### src/rtl/tccs_pkg.sv
`default_nettype none
// ----------------------------------------------------------------------------
// tccs_pkg
// Shared widths, codes and types of the text console cursor and scroll unit.
// ----------------------------------------------------------------------------
package tccs_pkg;

    localparam int CMD_W    = 2;
    localparam int CHAR_W   = 8;
    localparam int ATTR_W   = 8;
    localparam int IDX_W    = 11;
    localparam int CURSOR_W = 11;
    localparam int CELL_W   = CHAR_W + ATTR_W;

    localparam int DEF_COLUMNS = 80;
    localparam int DEF_ROWS    = 25;
    localparam int QUEUE_DEPTH = 2;

    // reciprocal scaling for the cell number to row/column split
    localparam int DIV_SHIFT = 16;

    localparam logic [CHAR_W-1:0] BLANK_CHAR = 8'h20;
    localparam logic [ATTR_W-1:0] RESET_ATTR = 8'h07;
    localparam logic [CHAR_W-1:0] CHAR_LF    = 8'h0A;
    localparam logic [CHAR_W-1:0] CHAR_CR    = 8'h0D;

    // configuration register index (byte address 4*index)
    localparam logic [0:0] REG_TEXT_ATTRIBUTE = 1'b0;

    typedef enum logic [CMD_W-1:0] {
        CMD_PRINT = 2'd0,
        CMD_BACK  = 2'd1,
        CMD_CLEAR = 2'd2,
        CMD_READ  = 2'd3
    } cmd_t;

    typedef enum logic [2:0] {
        OP_PRINT,
        OP_NEWLINE,
        OP_BACK,
        OP_CLEAR,
        OP_READ,
        OP_READ_OOR
    } op_kind_t;

    typedef enum logic [1:0] {
        FR_IDLE,
        FR_DIV,
        FR_PUSH
    } front_state_t;

    typedef enum logic [2:0] {
        BK_INIT,
        BK_IDLE,
        BK_SCROLL,
        BK_CLEAR,
        BK_READ
    } back_state_t;

endpackage

`default_nettype wire

### src/rtl/tccs_fifo.sv
`default_nettype none
// ----------------------------------------------------------------------------
// tccs_fifo
// Short operation queue between the decoder and the screen sequencer.
// ----------------------------------------------------------------------------
module tccs_fifo
    import tccs_pkg::*;
#(
    parameter int WIDTH = 8,
    parameter int DEPTH = QUEUE_DEPTH
) (
    input  wire logic             aclk,
    input  wire logic             aresetn,
    input  wire logic             in_valid,
    output logic                  in_ready,
    input  wire logic [WIDTH-1:0] in_data,
    output logic                  out_valid,
    input  wire logic             out_ready,
    output logic [WIDTH-1:0]      out_data
);

    localparam int PTR_W = $clog2(DEPTH);
    localparam int CNT_W = $clog2(DEPTH + 1);

    logic [WIDTH-1:0] entry_reg [DEPTH];
    logic [PTR_W-1:0] wr_ptr_reg, rd_ptr_reg;
    logic [CNT_W-1:0] count_reg;
    logic             push, pop;

    assign in_ready  = (count_reg != CNT_W'(DEPTH));
    assign out_valid = (count_reg != '0);
    assign out_data  = entry_reg[rd_ptr_reg];
    assign push      = in_valid && in_ready;
    assign pop       = out_valid && out_ready;

    always_ff @(posedge aclk) begin
        if (!aresetn) begin
            wr_ptr_reg <= '0;
            rd_ptr_reg <= '0;
            count_reg  <= '0;
        end else begin
            if (push) begin
                wr_ptr_reg <= (wr_ptr_reg == PTR_W'(DEPTH - 1)) ? '0 : wr_ptr_reg + PTR_W'(1);
            end
            if (pop) begin
                rd_ptr_reg <= (rd_ptr_reg == PTR_W'(DEPTH - 1)) ? '0 : rd_ptr_reg + PTR_W'(1);
            end
            if (push && !pop) begin
                count_reg <= count_reg + CNT_W'(1);
            end else if (pop && !push) begin
                count_reg <= count_reg - CNT_W'(1);
            end
        end
    end

    always_ff @(posedge aclk) begin
        if (push) begin
            entry_reg[wr_ptr_reg] <= in_data;
        end
    end

endmodule

`default_nettype wire

### config.mk
export PLATFORM = sky130hd
export DESIGN_NAME = tccs_fifo
export DESIGN_NICKNAME = d
export VERILOG_FILES = /design/src/rtl/tccs_pkg.sv /design/src/rtl/tccs_fifo.sv
export SDC_FILE = /design/constraint.sdc
export NUM_CORES = 1
export LEC_CHECK = 0
export ABC_AREA = 0
export CELL_PAD_IN_SITES_DETAIL_PLACEMENT = 0
export CELL_PAD_IN_SITES_GLOBAL_PLACEMENT = 1
export CORE_MARGIN = 10
export CORE_UTILIZATION = 45
export CTS_CLUSTER_SIZE = 30
export DETAILED_ROUTE_END_ITERATION = 8
export DONT_BUFFER_PORTS = 1
export PLACE_DENSITY_LB_ADDON = 0.1
export SYNTH_ARGS = -nofsm -noshare
export SYNTH_HDL_FRONTEND = slang
export SYNTH_SLANG_ARGS = --single-unit
### constraint.sdc
create_clock -name aclk -period 2.9 [get_ports aclk]
set_input_delay 0.87 -clock aclk [delete_from_list [all_inputs] [get_ports aclk]]
set_output_delay 0.87 -clock aclk [all_outputs]
set_load 0.005 [all_outputs]
==> run metrics <==
mux share of post-synthesis cell area=0.111; CP Buf/Inv Count=0; sequential-to-total area share from yosys stat=0.717; GP Congestion=roughly 0.69; RSZ-0062 raised after global routing=false; startpoint types=register; skew final=roughly 4.7 ps; sum of negative setup slack=0 ps; fin crit share=0.725; Hold Path Class=reg2reg; crit-path max FO=8; power density over the cells=between 800 and 900 nW/µm²; via/cell ratio=approximately 5.2; flop2flop setup slack=~1300 ps; post-synthesis compound-gate area fraction=0.0371; outcome=finished clean; pre-CTS setup slack=963 ps; slowest CP cell=dfxtp_1; post-DP HPWL=1060 µm; largest net degree at the start of global routing=13; Overflow after GRT=0; die width=approximately 62 µm; number of global-route vias before repair=between 400 and 500; Residual DRC=0; height of the die=about 62 µm; Top delay family on crit path=flip-flops; PnR worst setup slack=roughly 800 ps; postcts setup bufs=0; Port Buffers=0; xor and xnor area share after synthesis=0.0325; CTS Hold Bufs=0; Pre-antenna DRT Iters=4; Num CTS Buffers=3; final hold vios=0; FP Rows=15; relative slew slack=0.743; syn nets=63; CTS clk-pin slew, worst paths=around 110 ps; Critical Path, Cell by Cell=mux2_2; initial DRC count=4; initial antenna violation count=0; TritonCTS clock tree=yes; final total power=~0.74 mW; num ports=22; fill count=142; crit path kind=reg2out; Req. time, crit path=2030 ps; first-pass GRT wire length=2080 µm; Ys Warns=0; Final #Nets=67; max incr delay on CP=540 ps; syn avg cell area=about 16 µm²; reg2reg end=count_reg[1]$_SDFFE_PN0P_; antenna-violating nets left=0; Initial Util=0.474; CTS Sinks=21; Antenna diodes=0; Layout area overhead=6.65%; GRT Total Usage=0.0711; CP endpoint kind=primary output; post-synthesis adder-cell area fraction=0.0155; root buf cell=clkbuf_4; Detailed Route WL=around 1400 µm; R2R Path Start=count_reg[0]$_SDFFE_PN0P_; WL/cell=17.4 µm; Synth cell types=17; main combinational cell family by area after synthesis=multiplexers; Synth Area in Simple Gates=0.0711; placed insts=74; fin. max-slew vios=0; hold depth=2; Hold Path Origin=rd_ptr_reg$_SDFFE_PN0P_; die area=between 3000 and 4000 µm²; layout cells sized above 1=0.283; final core utilization=0.505; Arr. time, crit path=between 1000 and 1500 ps; Worst Reg2Reg Path Length in Cells=5; # setup viols final=0; Worst-Skew Late Latency=300 ps; max-cap check violation count=0; Slew @ Worst Pin=385 ps; via count=slightly above 400; Placeable Area=around 1700 µm²; fin crit period=between 2000 and 2500 ps; cell area after synthesis=810 µm²; Post-Syn Instances=50; H-tree depth=1; Max VDD drop=between 0.0004 and 0.0005 V; CTS Buffer Depth=2; Pleak=0.308 nW; number of flip-flops in the largest register=16; post-cts resize count=0; Yosys reg bits=21; Fmax achieved=around 480 MHz; post-route insts no fill=between 70 and 80
## cell usage in the layout, fill, tap and decap left out
cell type,Yosys,layout
a21bo_2,1,1
a21oi_1,2,2
and2_1,1,1
and3_1,1,1
clkbuf_4,0,3
clkinv_2,0,1
dfxtp_1,5,5
edfxtp_1,16,16
ha_1,1,1
inv_1,2,2
mux2_2,8,8
nand2b_4,1,1
nand3b_1,1,1
nor2_1,3,3
o21ai_0,2,2
or2_2,1,1
or3_1,1,1
xor2_1,3,3
## per-layer routing
metal	vias up	track usage	wire [µm]
met1	194	0.0581	461
met5	-	0	0
met4	0	0.0503	19
li1	186	-	-
met2	20	0.129	756
met3	4	0.0341	121
## where the power goes
group / internal, mW / leakage, nW / switching, mW
sequential: 0.382 / 0.191 / 0.0409
clock: 0.0514 / 0.0177 / 0.0836
combinational: 0.0900 / 0.0996 / 0.0879
total: 0.523 / 0.308 / 0.212
## worst max-delay path by stage
stage / cells past startpoint / end / slack (ps) / from
3_3_place_gp: 4 / count_reg[1]$_SDFFE_PN0P_ / 1020 / out_ready
4_1_cts: 1 / out_data[7] / 760 / register
6_report: 1 / out_data[7] / 800 / register
2_1_floorplan: 4 / count_reg[1]$_SDFFE_PN0P_ / 1030 / out_ready
5_1_grt: 1 / out_data[7] / 720 / register
3_5_place_dp: 4 / count_reg[1]$_SDFFE_PN0P_ / 960 / out_ready
## Yosys cell counts
| library cell | n | share of area |
|---|---|---|
| a21bo_2 | 1 | 0.012 |
| a21oi_1 | 2 | 0.012 |
| and2_1 | 1 | 0.0077 |
| and3_1 | 1 | 0.0077 |
| buf_2 | 1 | 0.0062 |
| dfxtp_1 | 5 | 0.12 |
| edfxtp_1 | 16 | 0.59 |
| ha_1 | 1 | 0.015 |
| inv_1 | 2 | 0.0093 |
| mux2_2 | 8 | 0.11 |
| nand2b_4 | 1 | 0.017 |
| nand3b_1 | 1 | 0.0093 |
| nor2_1 | 3 | 0.014 |
| o21ai_0 | 2 | 0.012 |
| or2_2 | 1 | 0.0077 |
| or3_1 | 1 | 0.0077 |
| xor2_1 | 3 | 0.032 |
## cell families after synthesis
family | Yosys count
flops | 21
simple gates | 9
mux | 8
compound gates | 5
xor+xnor | 3
buf+inv | 3
fa+ha+maj | 1
## through the flow
step | hold WS (ps) | instance area, µm²
after floorplan | 472 | 810
after global placement | 489 | 836
after detailed placement | 498 | 836
after CTS | 527 | 863
after global routing | 572 | 863
final | 529 | 863
## final cells by class
class / instances / area, µm² / area share
Tap cell: 25 / 31.3 / 0.0362
Multi-Input combinational cell: 26 / 216 / 0.251
Clock buffer: 3 / 22.5 / 0.0261
Sequential cell: 21 / 581 / 0.672
Inverter: 2 / 7.51 / 0.00870
Clock inverter: 1 / 5.00 / 0.00580
(Power assumes the default switching activity.)
