File: src/rtl/tccs_pkg.sv
`default_nettype none
// ----------------------------------------------------------------------------
// tccs_pkg
// Shared widths, codes and types of the text console cursor and scroll unit.
// ----------------------------------------------------------------------------
package tccs_pkg;

    localparam int CMD_W    = 2;
    localparam int CHAR_W   = 8;
    localparam int ATTR_W   = 8;
    localparam int IDX_W    = 11;
    localparam int CURSOR_W = 11;
    localparam int CELL_W   = CHAR_W + ATTR_W;

    localparam int DEF_COLUMNS = 80;
    localparam int DEF_ROWS    = 25;
    localparam int QUEUE_DEPTH = 2;

    // reciprocal scaling for the cell number to row/column split
    localparam int DIV_SHIFT = 16;

    localparam logic [CHAR_W-1:0] BLANK_CHAR = 8'h20;
    localparam logic [ATTR_W-1:0] RESET_ATTR = 8'h07;
    localparam logic [CHAR_W-1:0] CHAR_LF    = 8'h0A;
    localparam logic [CHAR_W-1:0] CHAR_CR    = 8'h0D;

    // configuration register index (byte address 4*index)
    localparam logic [0:0] REG_TEXT_ATTRIBUTE = 1'b0;

    typedef enum logic [CMD_W-1:0] {
        CMD_PRINT = 2'd0,
        CMD_BACK  = 2'd1,
        CMD_CLEAR = 2'd2,
        CMD_READ  = 2'd3
    } cmd_t;

    typedef enum logic [2:0] {
        OP_PRINT,
        OP_NEWLINE,
        OP_BACK,
        OP_CLEAR,
        OP_READ,
        OP_READ_OOR
    } op_kind_t;

    typedef enum logic [1:0] {
        FR_IDLE,
        FR_DIV,
        FR_PUSH
    } front_state_t;

    typedef enum logic [2:0] {
        BK_INIT,
        BK_IDLE,
        BK_SCROLL,
        BK_CLEAR,
        BK_READ
    } back_state_t;

endpackage

`default_nettype wire

File: src/rtl/tccs_front.sv
`default_nettype none
// ----------------------------------------------------------------------------
// tccs_front
// Takes input words, decodes the command and splits a read cell number into
// row and column, then pushes one operation into the queue.
// ----------------------------------------------------------------------------
module tccs_front
    import tccs_pkg::*;
#(
    parameter int COLUMNS = DEF_COLUMNS,
    parameter int ROWS    = DEF_ROWS
) (
    input  wire logic                         aclk,
    input  wire logic                         aresetn,
    input  wire logic                         hold,
    input  wire logic                         s_valid,
    output logic                              s_ready,
    input  wire logic [CMD_W-1:0]             s_cmd,
    input  wire logic [CHAR_W-1:0]            s_char_code,
    input  wire logic [IDX_W-1:0]             s_cell_index,
    output logic                              push_valid,
    input  wire logic                         push_ready,
    output op_kind_t                          push_kind,
    output logic [CHAR_W-1:0]                 push_char,
    output logic [$clog2(ROWS)-1:0]           push_row,
    output logic [$clog2(COLUMNS)-1:0]        push_col
);

    localparam int RW     = $clog2(ROWS);
    localparam int COL_W  = $clog2(COLUMNS);
    localparam int CELLS  = COLUMNS * ROWS;
    localparam int RECIP  = (1 << DIV_SHIFT) / COLUMNS;
    localparam int PROD_W = IDX_W + DIV_SHIFT;

    front_state_t         state_reg, state_next;
    cmd_t                 cmd_reg;
    logic [CHAR_W-1:0]    char_reg;
    logic [IDX_W-1:0]     idx_reg;
    logic [PROD_W-1:0]    prod_reg;

    logic [IDX_W-1:0]     q_est, q_fix, qc, r_raw, r_fix;
    logic                 accept;

    assign accept = s_valid && s_ready;

    always_ff @(posedge aclk) begin
        if (!aresetn) begin
            state_reg <= FR_IDLE;
        end else begin
            state_reg <= state_next;
        end
    end

    always_ff @(posedge aclk) begin
        if (accept) begin
            cmd_reg  <= cmd_t'(s_cmd);
            char_reg <= s_char_code;
            idx_reg  <= s_cell_index;
        end
        if (state_reg == FR_DIV) begin
            prod_reg <= PROD_W'(idx_reg) * PROD_W'(RECIP);
        end
    end

    // quotient estimate is low by at most one
    always_comb begin
        q_est = prod_reg[DIV_SHIFT +: IDX_W];
        qc    = IDX_W'(q_est * COLUMNS);
        r_raw = idx_reg - qc;
        if (r_raw >= IDX_W'(COLUMNS)) begin
            q_fix = q_est + IDX_W'(1);
            r_fix = r_raw - IDX_W'(COLUMNS);
        end else begin
            q_fix = q_est;
            r_fix = r_raw;
        end
    end

    always_comb begin
        state_next = state_reg;
        s_ready    = 1'b0;
        push_valid = 1'b0;
        push_char  = char_reg;
        push_row   = RW'(q_fix);
        push_col   = COL_W'(r_fix);
        unique case (cmd_reg)
            CMD_PRINT: push_kind = (char_reg == CHAR_LF || char_reg == CHAR_CR) ?
                                   OP_NEWLINE : OP_PRINT;
            CMD_BACK:  push_kind = OP_BACK;
            CMD_CLEAR: push_kind = OP_CLEAR;
            CMD_READ:  push_kind = (idx_reg >= IDX_W'(CELLS)) ? OP_READ_OOR : OP_READ;
            // no word taken yet
            default:   push_kind = OP_PRINT;
        endcase
        unique case (state_reg)
            FR_IDLE: begin
                s_ready = !hold;
                if (s_valid && !hold) begin
                    state_next = (cmd_t'(s_cmd) == CMD_READ) ? FR_DIV : FR_PUSH;
                end
            end
            FR_DIV: begin
                state_next = FR_PUSH;
            end
            FR_PUSH: begin
                push_valid = 1'b1;
                if (push_ready) begin
                    state_next = FR_IDLE;
                end
            end
            default: state_next = FR_IDLE;
        endcase
    end

endmodule

`default_nettype wire

File: config.mk
export PLATFORM = sky130hd
export DESIGN_NAME = tccs_front
export DESIGN_NICKNAME = d
export VERILOG_FILES = /design/src/rtl/tccs_pkg.sv /design/src/rtl/tccs_front.sv
export SDC_FILE = /design/constraint.sdc
export NUM_CORES = 1
export LEC_CHECK = 0
export ABC_AREA = 1
export BUFFER_PORTS_ARGS = -buffer_cell sky130_fd_sc_hd__buf_2
export CAP_MARGIN = 20
export CORE_MARGIN = 4
export CORE_UTILIZATION = 56
export DETAILED_ROUTE_END_ITERATION = 6
export PLACE_DENSITY = 0.73
export SYNTH_ARGS = -nofsm -noshare
export SYNTH_HDL_FRONTEND = slang
export SYNTH_SLANG_ARGS = --single-unit
File: constraint.sdc
create_clock -name aclk -period 9.9 [get_ports aclk]
set_clock_uncertainty 0.05 [all_clocks]
set_input_delay 1.485 -clock aclk [delete_from_list [all_inputs] [get_ports aclk]]
set_output_delay 1.485 -clock aclk [all_outputs]
set_load 0.05 [all_outputs]
==> flow_metrics.tcl, run 1 <==
set metrics [dict create \
    status "finished, final reports clean" \
    slew_violations 0 \
    intPower_uw 374 \
    peakVddDrop_mv 0.0882 \
    powerDensity_nw_per_um2 161 \
    crit_family "adder cells" \
    grt_max_degree 22 \
    htreeDepth 1 \
    cts_tree "built" \
    cts_setup_buffers 0 \
    num_rows 31 \
    seqCellArea_um2 821 \
    cts_resized 0 \
    nFillCells 647 \
    fin_crit_sh_pct 49.0 \
    io_pins 51 \
    drive_gt1_share_pct 12.2 \
    multi_input_area_um2 2830 \
    groute.usage.overall_pct 20.7 \
    fin_nets 711 \
    critPathKind "reg2out" \
    cp-start-kind "register" \
    finalHoldViolCount 0 \
    numCtsBuffers 3 \
    sw_frac_of_total_pct 49.1 \
    grt_pass1_wl_mm 14.6 \
    clockBufferDepth 2 \
    clkPwrFrac_pct 12.4 \
    p_leak_uw 0.00263 \
    wl_mm 8.65 \
    grt_pass1_vias 3345 \
    switchingPower_uw 360 \
    fmax_mhz 206 \
    yosysSeqAreaShare_pct 19.9 \
    gp_congestion 0.891 \
    placed_cell_area_um2 4480 \
    syn_to_final_growth_pct 10.4 \
    clockRootBuffer "clkbuf_8" \
    utilization_pct 63.1 \
    postRouteAntennaNets 0 \
    highest_layer "met4" \
    cp_max_fo 9 \
    drt_pass1_iterations 4 \
    holdCritPathClass "reg2reg" \
    vias 3364 \
    yosysWarnings 0 \
    synth_nets 659 \
    synth-seq-cells 28 \
    tightest_slew_ns 0.594 \
    wl_met1_mm 3.86 \
    power_frac_comb_pct 67.4 \
    die_area_um2 8810 \
    num_antenna_cells 0 \
    path_buf_inv 3 \
    crit_path_end_kind "output pin" \
    antenna_found_initial 0 \
    viasPerCell 5.06 \
    layout_min_cycle_time_ns 4.85 \
    syn_area_um2 4130 \
    finalInstanceArea_um2 4560 \
    pwr-share-seq_pct 20.3 \
    syn-instance-count 515 \
    dr.first_iter.drc_count 161 \
    path_clk_slew_ns 0.10 \
    die_h_um 93.9 \
    cts_hold_buf 0 \
    slowest_stage "edfxtp_1" \
    core_um2 7210 \
    hpwl_mm 7.62 \
    max_stage_delay_ns 0.49 \
    port_buffers 50 \
    grt_overflow_total 0 \
    drv_cap 0 \
    wl_per_cell_um 13.0 \
    wl_met2_mm 4.26 \
    cts.sinks 28 \
    start_util_pct 57.2 \
    total_power_uw 735 \
    holdWs_ns 0.552 \
    path_cells "ha_1, ha_1, inv_1, fa_1, ha_1, nand2_1, nor2_1, nand2_1, inv_1, nor2_1, nand2_1, nand2_4, nand3_4, nand2_1, nand2_1, buf_2" \
    grt_setup_unrepaired "no" \
    avgSynthCellArea_um2 8.01 \
    met3WireLength_um 468 \
    synth.distinct_cells 32 \
    fin_setup_tns_ns 0 \
    drc 0 \
    largest_reg_flops 11 \
    final-setup-viol-count 0 \
    crit_required_ns 8.37 \
    clk_latency_ns 0.27 \
    arrival_ns 3.31 \
    slew_headroom_pct 60.2 \
    path_common_cell "nand2_1" \
    die_x_um 93.9 \
]
## worst paths after layout
check | end | slack [ns] | start | depth (start not counted)
worst max-delay path | push_col[4] | 5.05 | prod_reg[17]$_DFFE_PP_ | 16
worst max register to register | prod_reg[17]$_DFFE_PP_ | 5.53 | idx_reg[1]$_DFFE_PP_ | 18
worst min-delay path | state_reg[1]$_SDFFE_PN0P_ | 0.55 | state_reg[1]$_SDFFE_PN0P_ | 3
worst min register to register | state_reg[1]$_SDFFE_PN0P_ | 0.55 | state_reg[1]$_SDFFE_PN0P_ | 3
## cells by family (layout without fill, tap and decap cells)
group	after synthesis	count (layout)	synth area share, %
buffers and inverters	125	176	11.7
XOR/XNOR	9	9	1.91
AO/OA/AOI/OAI	37	37	5.15
AND/OR/NAND/NOR	198	198	21.0
adder cells (fa/ha/maj)	118	118	40.3
flip-flops	28	28	19.9
## tightest hold or removal path, cell delays in order, from the launching register on
cell,delay (ns)
dfxtp_1,0.36
inv_1,0.06
o211ai_1,0.08
a21oi_1,0.06
## cell usage in the layout, fill, tap and decap left out, types with 4 or more instances in the layout
cell      synthesis  routed
xor2_1            5       5
xnor2_1           4       4
fa_1             25      25
edfxtp_1         26      26
nand4_1           5       5
o21ai_0           7       7
nand3_1          30      30
ha_1             93      93
inv_1           117     117
a21oi_1          19      19
nand2_1         116     116
nor2_1           27      27
buf_2             0      50
nor3_1            5       4
## power groups by stage
stage	registers [µW]	clock network (µW)	logic [µW]
final	149	90.8	495
after global routing	150	98.3	575
after CTS	149	92.1	496
after detailed placement	152	0	489
after global placement	151	0	482
after floorplan	155	0	376
## synth_stat cells
cell type / instances / area, µm²
nand3_4: 1 / 17.5
dfxtp_1: 2 / 40.0
a21oi_1: 19 / 95.1
nand4_1: 5 / 31.3
or2_2: 2 / 12.5
clkinv_1: 1 / 3.75
xor2_1: 5 / 43.8
nand2_4: 1 / 11.3
edfxtp_1: 26 / 781
inv_1: 117 / 439
or2_1: 1 / 6.26
fa_1: 25 / 500
nor3_1: 5 / 25.0
nor4_1: 2 / 12.5
inv_2: 3 / 11.3
o21bai_1: 3 / 22.5
nor2_2: 2 / 12.5
nand3_1: 30 / 150
nand2_2: 1 / 6.26
ha_1: 93 / 1160
nand2_1: 116 / 435
a21boi_0: 3 / 22.5
nor2b_1: 1 / 6.26
o211ai_1: 3 / 22.5
nor2_4: 1 / 11.3
a21o_1: 2 / 15.0
o21ai_0: 7 / 35.0
xnor2_1: 4 / 35.0
nand3b_1: 1 / 7.51
nor2_1: 27 / 101
nand3_2: 2 / 20.0
buf_4: 4 / 30.0
## through the flow
step                worst slack [ns]  cells
finish                          5.05    665
global route                    4.85    665
CTS                             5.07    665
detailed placement              5.40    661
global placement                5.45    661
floorplan                       5.61    515
## per-layer routing
| metal | vias up | GRT usage [%] |
|---|---|---|
| li1 | 1736 | - |
| met1 | 1534 | 26.6 |
| met2 | 88 | 36.8 |
| met3 | 6 | 3.77 |
| met4 | 0 | 3.49 |
| met5 | - | 0 |
## area by class of cell
cell class	instances	share of cell area, %
repair buffers	51	5.66
multi-input cells	362	62.1
well taps	99	2.72
inverters	121	9.97
clock buffers	3	0.906
flip-flops and latches	28	18.0
clock inverters	1	0.659
(Power assumes the default switching activity.)
==> inputs of run 2 (changes only) <==
- CORE_UTILIZATION: 56 -> 54
- PLACE_DENSITY: 0.73 -> 0.74
- clock period: 9.9 -> 4.2 ns (I/O delays scaled with it)
==> flow_metrics.tcl, run 2 (synthesis gave the netlist of run 1 again) <==
set metrics [dict create \
    viasPerCell 5.07 \
    dr.first_iter.drc_count 158 \
    die_area_um2 9110 \
    nFillCells 583 \
    final_cell_mix "115 x inv_1, 112 x nand2_1, 80 x ha_1, 50 x buf_2, 30 x nand3_1" \
    grt_overflow_total 0 \
    clockRootBuffer "clkbuf_8" \
    clockBufferDepth 2 \
    cp_max_fo 3 \
    drt_pass1_iterations 4 \
    utilization_pct 66.6 \
    max_stage_delay_ns 0.60 \
    cp-start-kind "register" \
    slew_violations 0 \
    wl_per_cell_um 13.6 \
    core_um2 7330 \
    crit_required_ns 4.22 \
    tightest_slew_ns 0.604 \
    fin_nets 727 \
    grt_max_degree 22 \
    vias 3454 \
    holdCritPathClass "in2reg" \
    layout_min_cycle_time_ns 4.06 \
    crit_path_end_kind "register" \
    fin_crit_sh_pct 96.5 \
    cts_hold_buf 0 \
    drive_gt1_share_pct 19.2 \
    slowest_stage "fa_1" \
    path_clk_slew_ns 0.11 \
    powerDensity_nw_per_um2 403 \
    die_x_um 95.4 \
    slew_headroom_pct 59.6 \
    hp-start "s_cell_index[8]" \
    cts_tree "built" \
    numCtsBuffers 3 \
    startpoint "idx_reg[6]$_DFFE_PP_" \
    reg2reg_from "idx_reg[6]$_DFFE_PP_" \
    gp_congestion 0.887 \
    use_met1_pct 26.3 \
    num_rows 31 \
    arrival_ns 4.07 \
    finalHoldViolCount 0 \
    groute.usage.overall_pct 20.8 \
    final-setup-viol-count 0 \
    port_buffers 50 \
    fmax_mhz 247 \
    cts.sinks 28 \
    drv_cap 0 \
    io_pins 51 \
    syn_to_final_growth_pct 18.2 \
    final_common_cell "inv_1" \
    holdWs_ns 0.453 \
    drc 0 \
    htreeDepth 1 \
    met3_usage_pct 3.00 \
    largest_reg_flops 11 \
    die_h_um 95.4 \
    rr_endpoint "prod_reg[18]$_DFFE_PP_" \
    wl_mm 9.28 \
    status "finished, final reports clean" \
    start_util_pct 56.3 \
    clk_latency_ns 0.29 \
    hpwl_mm 7.85 \
    grt_pass1_vias 3318 \
    r2r_cells 15 \
    peakVddDrop_mv 0.211 \
    postRouteAntennaNets 0 \
    ff2ff_setup_slack_ns 0.14 \
    num_antenna_cells 0 \
    grt_pass1_wl_mm 14.8 \
    critPathKind "reg2reg" \
    grt_most_used_layer "met2" \
    path_cells "buf_4, ha_4, inv_1, fa_1, inv_1, fa_1, fa_1, ha_4, ha_4, a21oi_2, o21ai_0, a21boi_0, nand2_1, nand2_1, nand2_1" \
    gr-usage-met2_pct 37.9 \
    worst_setup_path_endpoint "prod_reg[18]$_DFFE_PP_" \
    p_leak_uw 0.00271 \
    antenna_found_initial 0 \
]
run 2: changes by cell type in the layout (fill, tap and decap cells not counted), sizes merged:
cell	before	now
buf	51	67
run 2: cell type report:
class | instances | area [µm²] | share of cell area, %
tap | 99 | 124 | 2.54
clock inverter | 1 | 30.0 | 0.615
clock buffer | 3 | 41.3 | 0.846
inverter | 121 | 454 | 9.31
sequential | 28 | 821 | 16.8
multi-input combinational | 362 | 3030 | 62.1
timing repair buffer | 67 | 378 | 7.74
run 2: what timing repair did:
item                       CTS  global route
setup buffers                1             5
pin swaps                    0             4
gates resized for setup      1            27
setup endpoints to repair    4            13
hold endpoints to repair     0             0
run 2: power breakdown:
group          total [µW]  internal (µW)  switching, µW
sequential            343            332           10.7
clock                 221            128           93.4
combinational        1400            564            840
run 2: worst min-delay path by stage:
stage | endpoint | slack, ns | cells past startpoint
floorplan | state_reg[0]$_SDFFE_PN0P_ | 0.49 | 3
global placement | state_reg[1]$_SDFFE_PN0P_ | 0.52 | 3
detailed placement | state_reg[1]$_SDFFE_PN0P_ | 0.55 | 3
CTS | idx_reg[3]$_DFFE_PP_ | 0.45 | 1
global route | idx_reg[3]$_DFFE_PP_ | 0.45 | 1
finish | idx_reg[8]$_DFFE_PP_ | 0.45 | 1
run 2: metal layers:
metal,part of all wire [%],vias to the layer above
li1,-,1763
met1,42,1598
met2,52,82
met3,5.0,11
met4,1.3,0
met5,0,-
run 2: per-stage QoR:
stage	power, µW	TNS [ns]	cell area (µm²)	instances	setup WS (ns)
6_report	1970	0	4880	681	0.145
5_1_grt	2170	-0.111	4880	681	-0.0437
4_1_cts	1740	0	4650	676	0.00294
3_5_place_dp	1500	-0.150	4560	671	-0.0696
3_3_place_gp	1480	-0.164	4560	671	-0.0679
2_1_floorplan	1250	0	4130	515	0.134
run 2: critical path: cells and delay by family, from the launching register on:
| kind | cells | cell delay (ns) |
|---|---|---|
| AOI/OAI and AO/OA | 3 | 0.52 |
| adders and majority gates | 6 | 2.37 |
| buffers and inverters | 3 | 0.28 |
| DFF | 1 | 0.44 |
| and+or+nand+nor | 3 | 0.19 |
==> inputs of run 3 (changes only) <==
- ABC_AREA: 1 -> unset
- PLACE_DENSITY: 0.74 -> 0.75
==> flow_metrics.tcl, run 3 <==
set metrics [dict create \
    status "finished, violations left" \
    failed_checks "negative setup slack" \
    die_x_um 90.0 \
    fin_crit_sh_pct 101 \
    gr-usage-met2_pct 35.2 \
    synth.top_cell.area_share_pct 32.0 \
    start_util_pct 56.3 \
    placed_cell_area_um2 4200 \
    p_leak_uw 0.00233 \
    synth_area_leaders "ha_1 32%, edfxtp_1 21%, fa_1 14%" \
    largest_reg_flops 11 \
    synth_ff_type "edfxtp_1" \
    arrival_ns 4.23 \
    async_flop_share_pct 0 \
    slowest_stage "fa_1" \
    wl_per_cell_um 16.0 \
    num_antenna_cells 0 \
    vias 2804 \
    final_cell_mix "76 x inv_1, 71 x ha_1, 47 x buf_2, 36 x buf_4, 26 x edfxtp_1" \
    fin_nets 581 \
    ff2ff_setup_slack_ns -0.05 \
    syn_area_um2 3630 \
    path_buf_inv 3 \
    use_met1_pct 23.5 \
    postRouteAntennaNets 0 \
    numCtsBuffers 3 \
    syn_to_final_growth_pct 29.4 \
    crit_path_end_kind "register" \
    drive_gt1_share_pct 34.4 \
    path_common_cell "ha_1" \
    grt_overflow_total 0 \
    yosysSeqAreaShare_pct 22.6 \
    port_buffers 50 \
    drc 0 \
    io_pins 51 \
    slew_headroom_pct 67.2 \
    max_stage_delay_ns 0.55 \
    avgSynthCellArea_um2 10.4 \
    htreeDepth 1 \
    grt_pass1_vias 2849 \
    grt_pass1_wl_mm 12.8 \
    gp_congestion 0.828 \
    min_delay_path_depth 1 \
    synth_commonest_cells "93 x ha_1, 84 x inv_1, 26 x edfxtp_1" \
    hp-start "s_char_code[3]" \
    clk_latency_ns 0.28 \
    slew_violations 0 \
    cts_tree "built" \
    cp_max_fo 4 \
    path_cells "buf_6, ha_1, inv_2, fa_1, fa_1, inv_1, ha_1, ha_1, ha_4, and3_4, nand3_1, a31o_4, o221ai_4, a21oi_2, xnor2_1" \
    place_inst 498 \
    grt_setup_unrepaired "yes" \
    final_common_cell "inv_1" \
    grt_max_degree 23 \
    powerDensity_nw_per_um2 370 \
    holdCritPathClass "in2reg" \
    synth_nets 493 \
    syn-instance-count 349 \
    wl_mm 8.22 \
    crit_required_ns 4.19 \
    die_h_um 90.0 \
    finalInstanceArea_um2 4700 \
    synth.distinct_cells 43 \
    synth_edf_count 26 \
    dr.first_iter.drc_count 68 \
    peakVddDrop_mv 0.263 \
    die_area_um2 8110 \
    drt_pass1_iterations 4 \
    clockBufferDepth 2 \
    yosys.area.top_type "ha_1" \
    viasPerCell 5.47 \
    core_um2 6460 \
    rr_endpoint "prod_reg[20]$_DFFE_PP_" \
    cts.sinks 28 \
    crit_family "adder cells" \
    fmax_mhz 236 \
    hpwl_mm 6.21 \
    finalHoldViolCount 0 \
    drv_cap 0 \
    final-setup-viol-count 1 \
    grt_most_used_layer "met2" \
    min_to "push_char[3]$_DFFE_PP_" \
    timing.final.ws_setup_ns -0.0452 \
    groute.usage.overall_pct 19.2 \
    antenna_found_initial 0 \
    path_clk_slew_ns 0.09 \
    num_rows 29 \
    clockRootBuffer "clkbuf_8" \
    critPathKind "reg2reg" \
    yosysMostFrequentCell "ha_1" \
    cp-start-kind "register" \
    tightest_slew_ns 0.493 \
    synth-seq-cells 28 \
    total_power_uw 1740 \
    final_cells 513 \
    layout_min_cycle_time_ns 4.25 \
    r2r_cells 15 \
    fin_setup_tns_ns -0.0452 \
    reg2reg_from "idx_reg[4]$_DFFE_PP_" \
    met3_usage_pct 2.09 \
    yosysWarnings 0 \
]
-- run 3: cells by family (layout without fill, tap and decap cells) --
| family | count (synthesis) | after routing | share of synthesized area [%] |
|---|---|---|---|
| adder cells (fa/ha/maj) | 118 | 118 | 45.8 |
| multiplexers | 2 | 2 | 0.689 |
| flip-flops | 28 | 28 | 22.6 |
| buffers and inverters | 88 | 175 | 9.50 |
| XOR/XNOR | 21 | 21 | 5.06 |
| AND/OR/NAND/NOR | 47 | 47 | 7.89 |
| AO/OA/AOI/OAI | 45 | 45 | 8.47 |
-- run 3: what timing repair did --
action / in CTS / in global routing
resized for setup: 29 / 33
endpoints found under the setup margin: 9 / 13
hold endpoints to repair: 0 / 0
setup buffers: 7 / 4
hold buffers: 0 / 0
pin swaps: 18 / 29
-- run 3: cell type report --
type / count / area, µm²
clock buffers: 4 / 45.0
fillers: 438 / 1760
inverters: 84 / 315
multi-input cells: 233 / 2870
flip-flops and latches: 28 / 821
well taps: 77 / 96.3
repair buffers: 87 / 556
-- run 3: how the worst max path moves through the flow --
stage	start	endpoint	slack, ns	cells after the start
after floorplan	idx_reg[1]$_DFFE_PP_	prod_reg[20]$_DFFE_PP_	-0.001	16
after global placement	idx_reg[1]$_DFFE_PP_	prod_reg[20]$_DFFE_PP_	-0.06	16
after detailed placement	idx_reg[1]$_DFFE_PP_	prod_reg[17]$_DFFE_PP_	-0.13	16
after CTS	idx_reg[4]$_DFFE_PP_	prod_reg[20]$_DFFE_PP_	0.0006	16
after global routing	idx_reg[4]$_DFFE_PP_	prod_reg[17]$_DFFE_PP_	-0.18	17
final	idx_reg[4]$_DFFE_PP_	prod_reg[20]$_DFFE_PP_	-0.05	15
-- run 3: through the flow --
step | utilization [%] | hold WS [ns] | setup slack (ns)
global route | 72.8 | 0.456 | -0.175
floorplan | - | 0.488 | -0.00126
detailed placement | 65.0 | 0.531 | -0.134
global placement | 65.0 | 0.527 | -0.0595
CTS | 69.7 | 0.465 | 0.000623
finish | 72.8 | 0.469 | -0.0452
-- run 3: power breakdown --
group | switching (µW) | internal [µW]
clock | 82.6 | 68.2
combinational | 669 | 580
sequential | 10.4 | 329
-- run 3: metal layers --
layer / routed length, µm / up-vias
li1: - / 1360
met1: 3320 / 1348
met2: 4380 / 79
met3: 319 / 17
met4: 190 / 0
met5: 0 / -
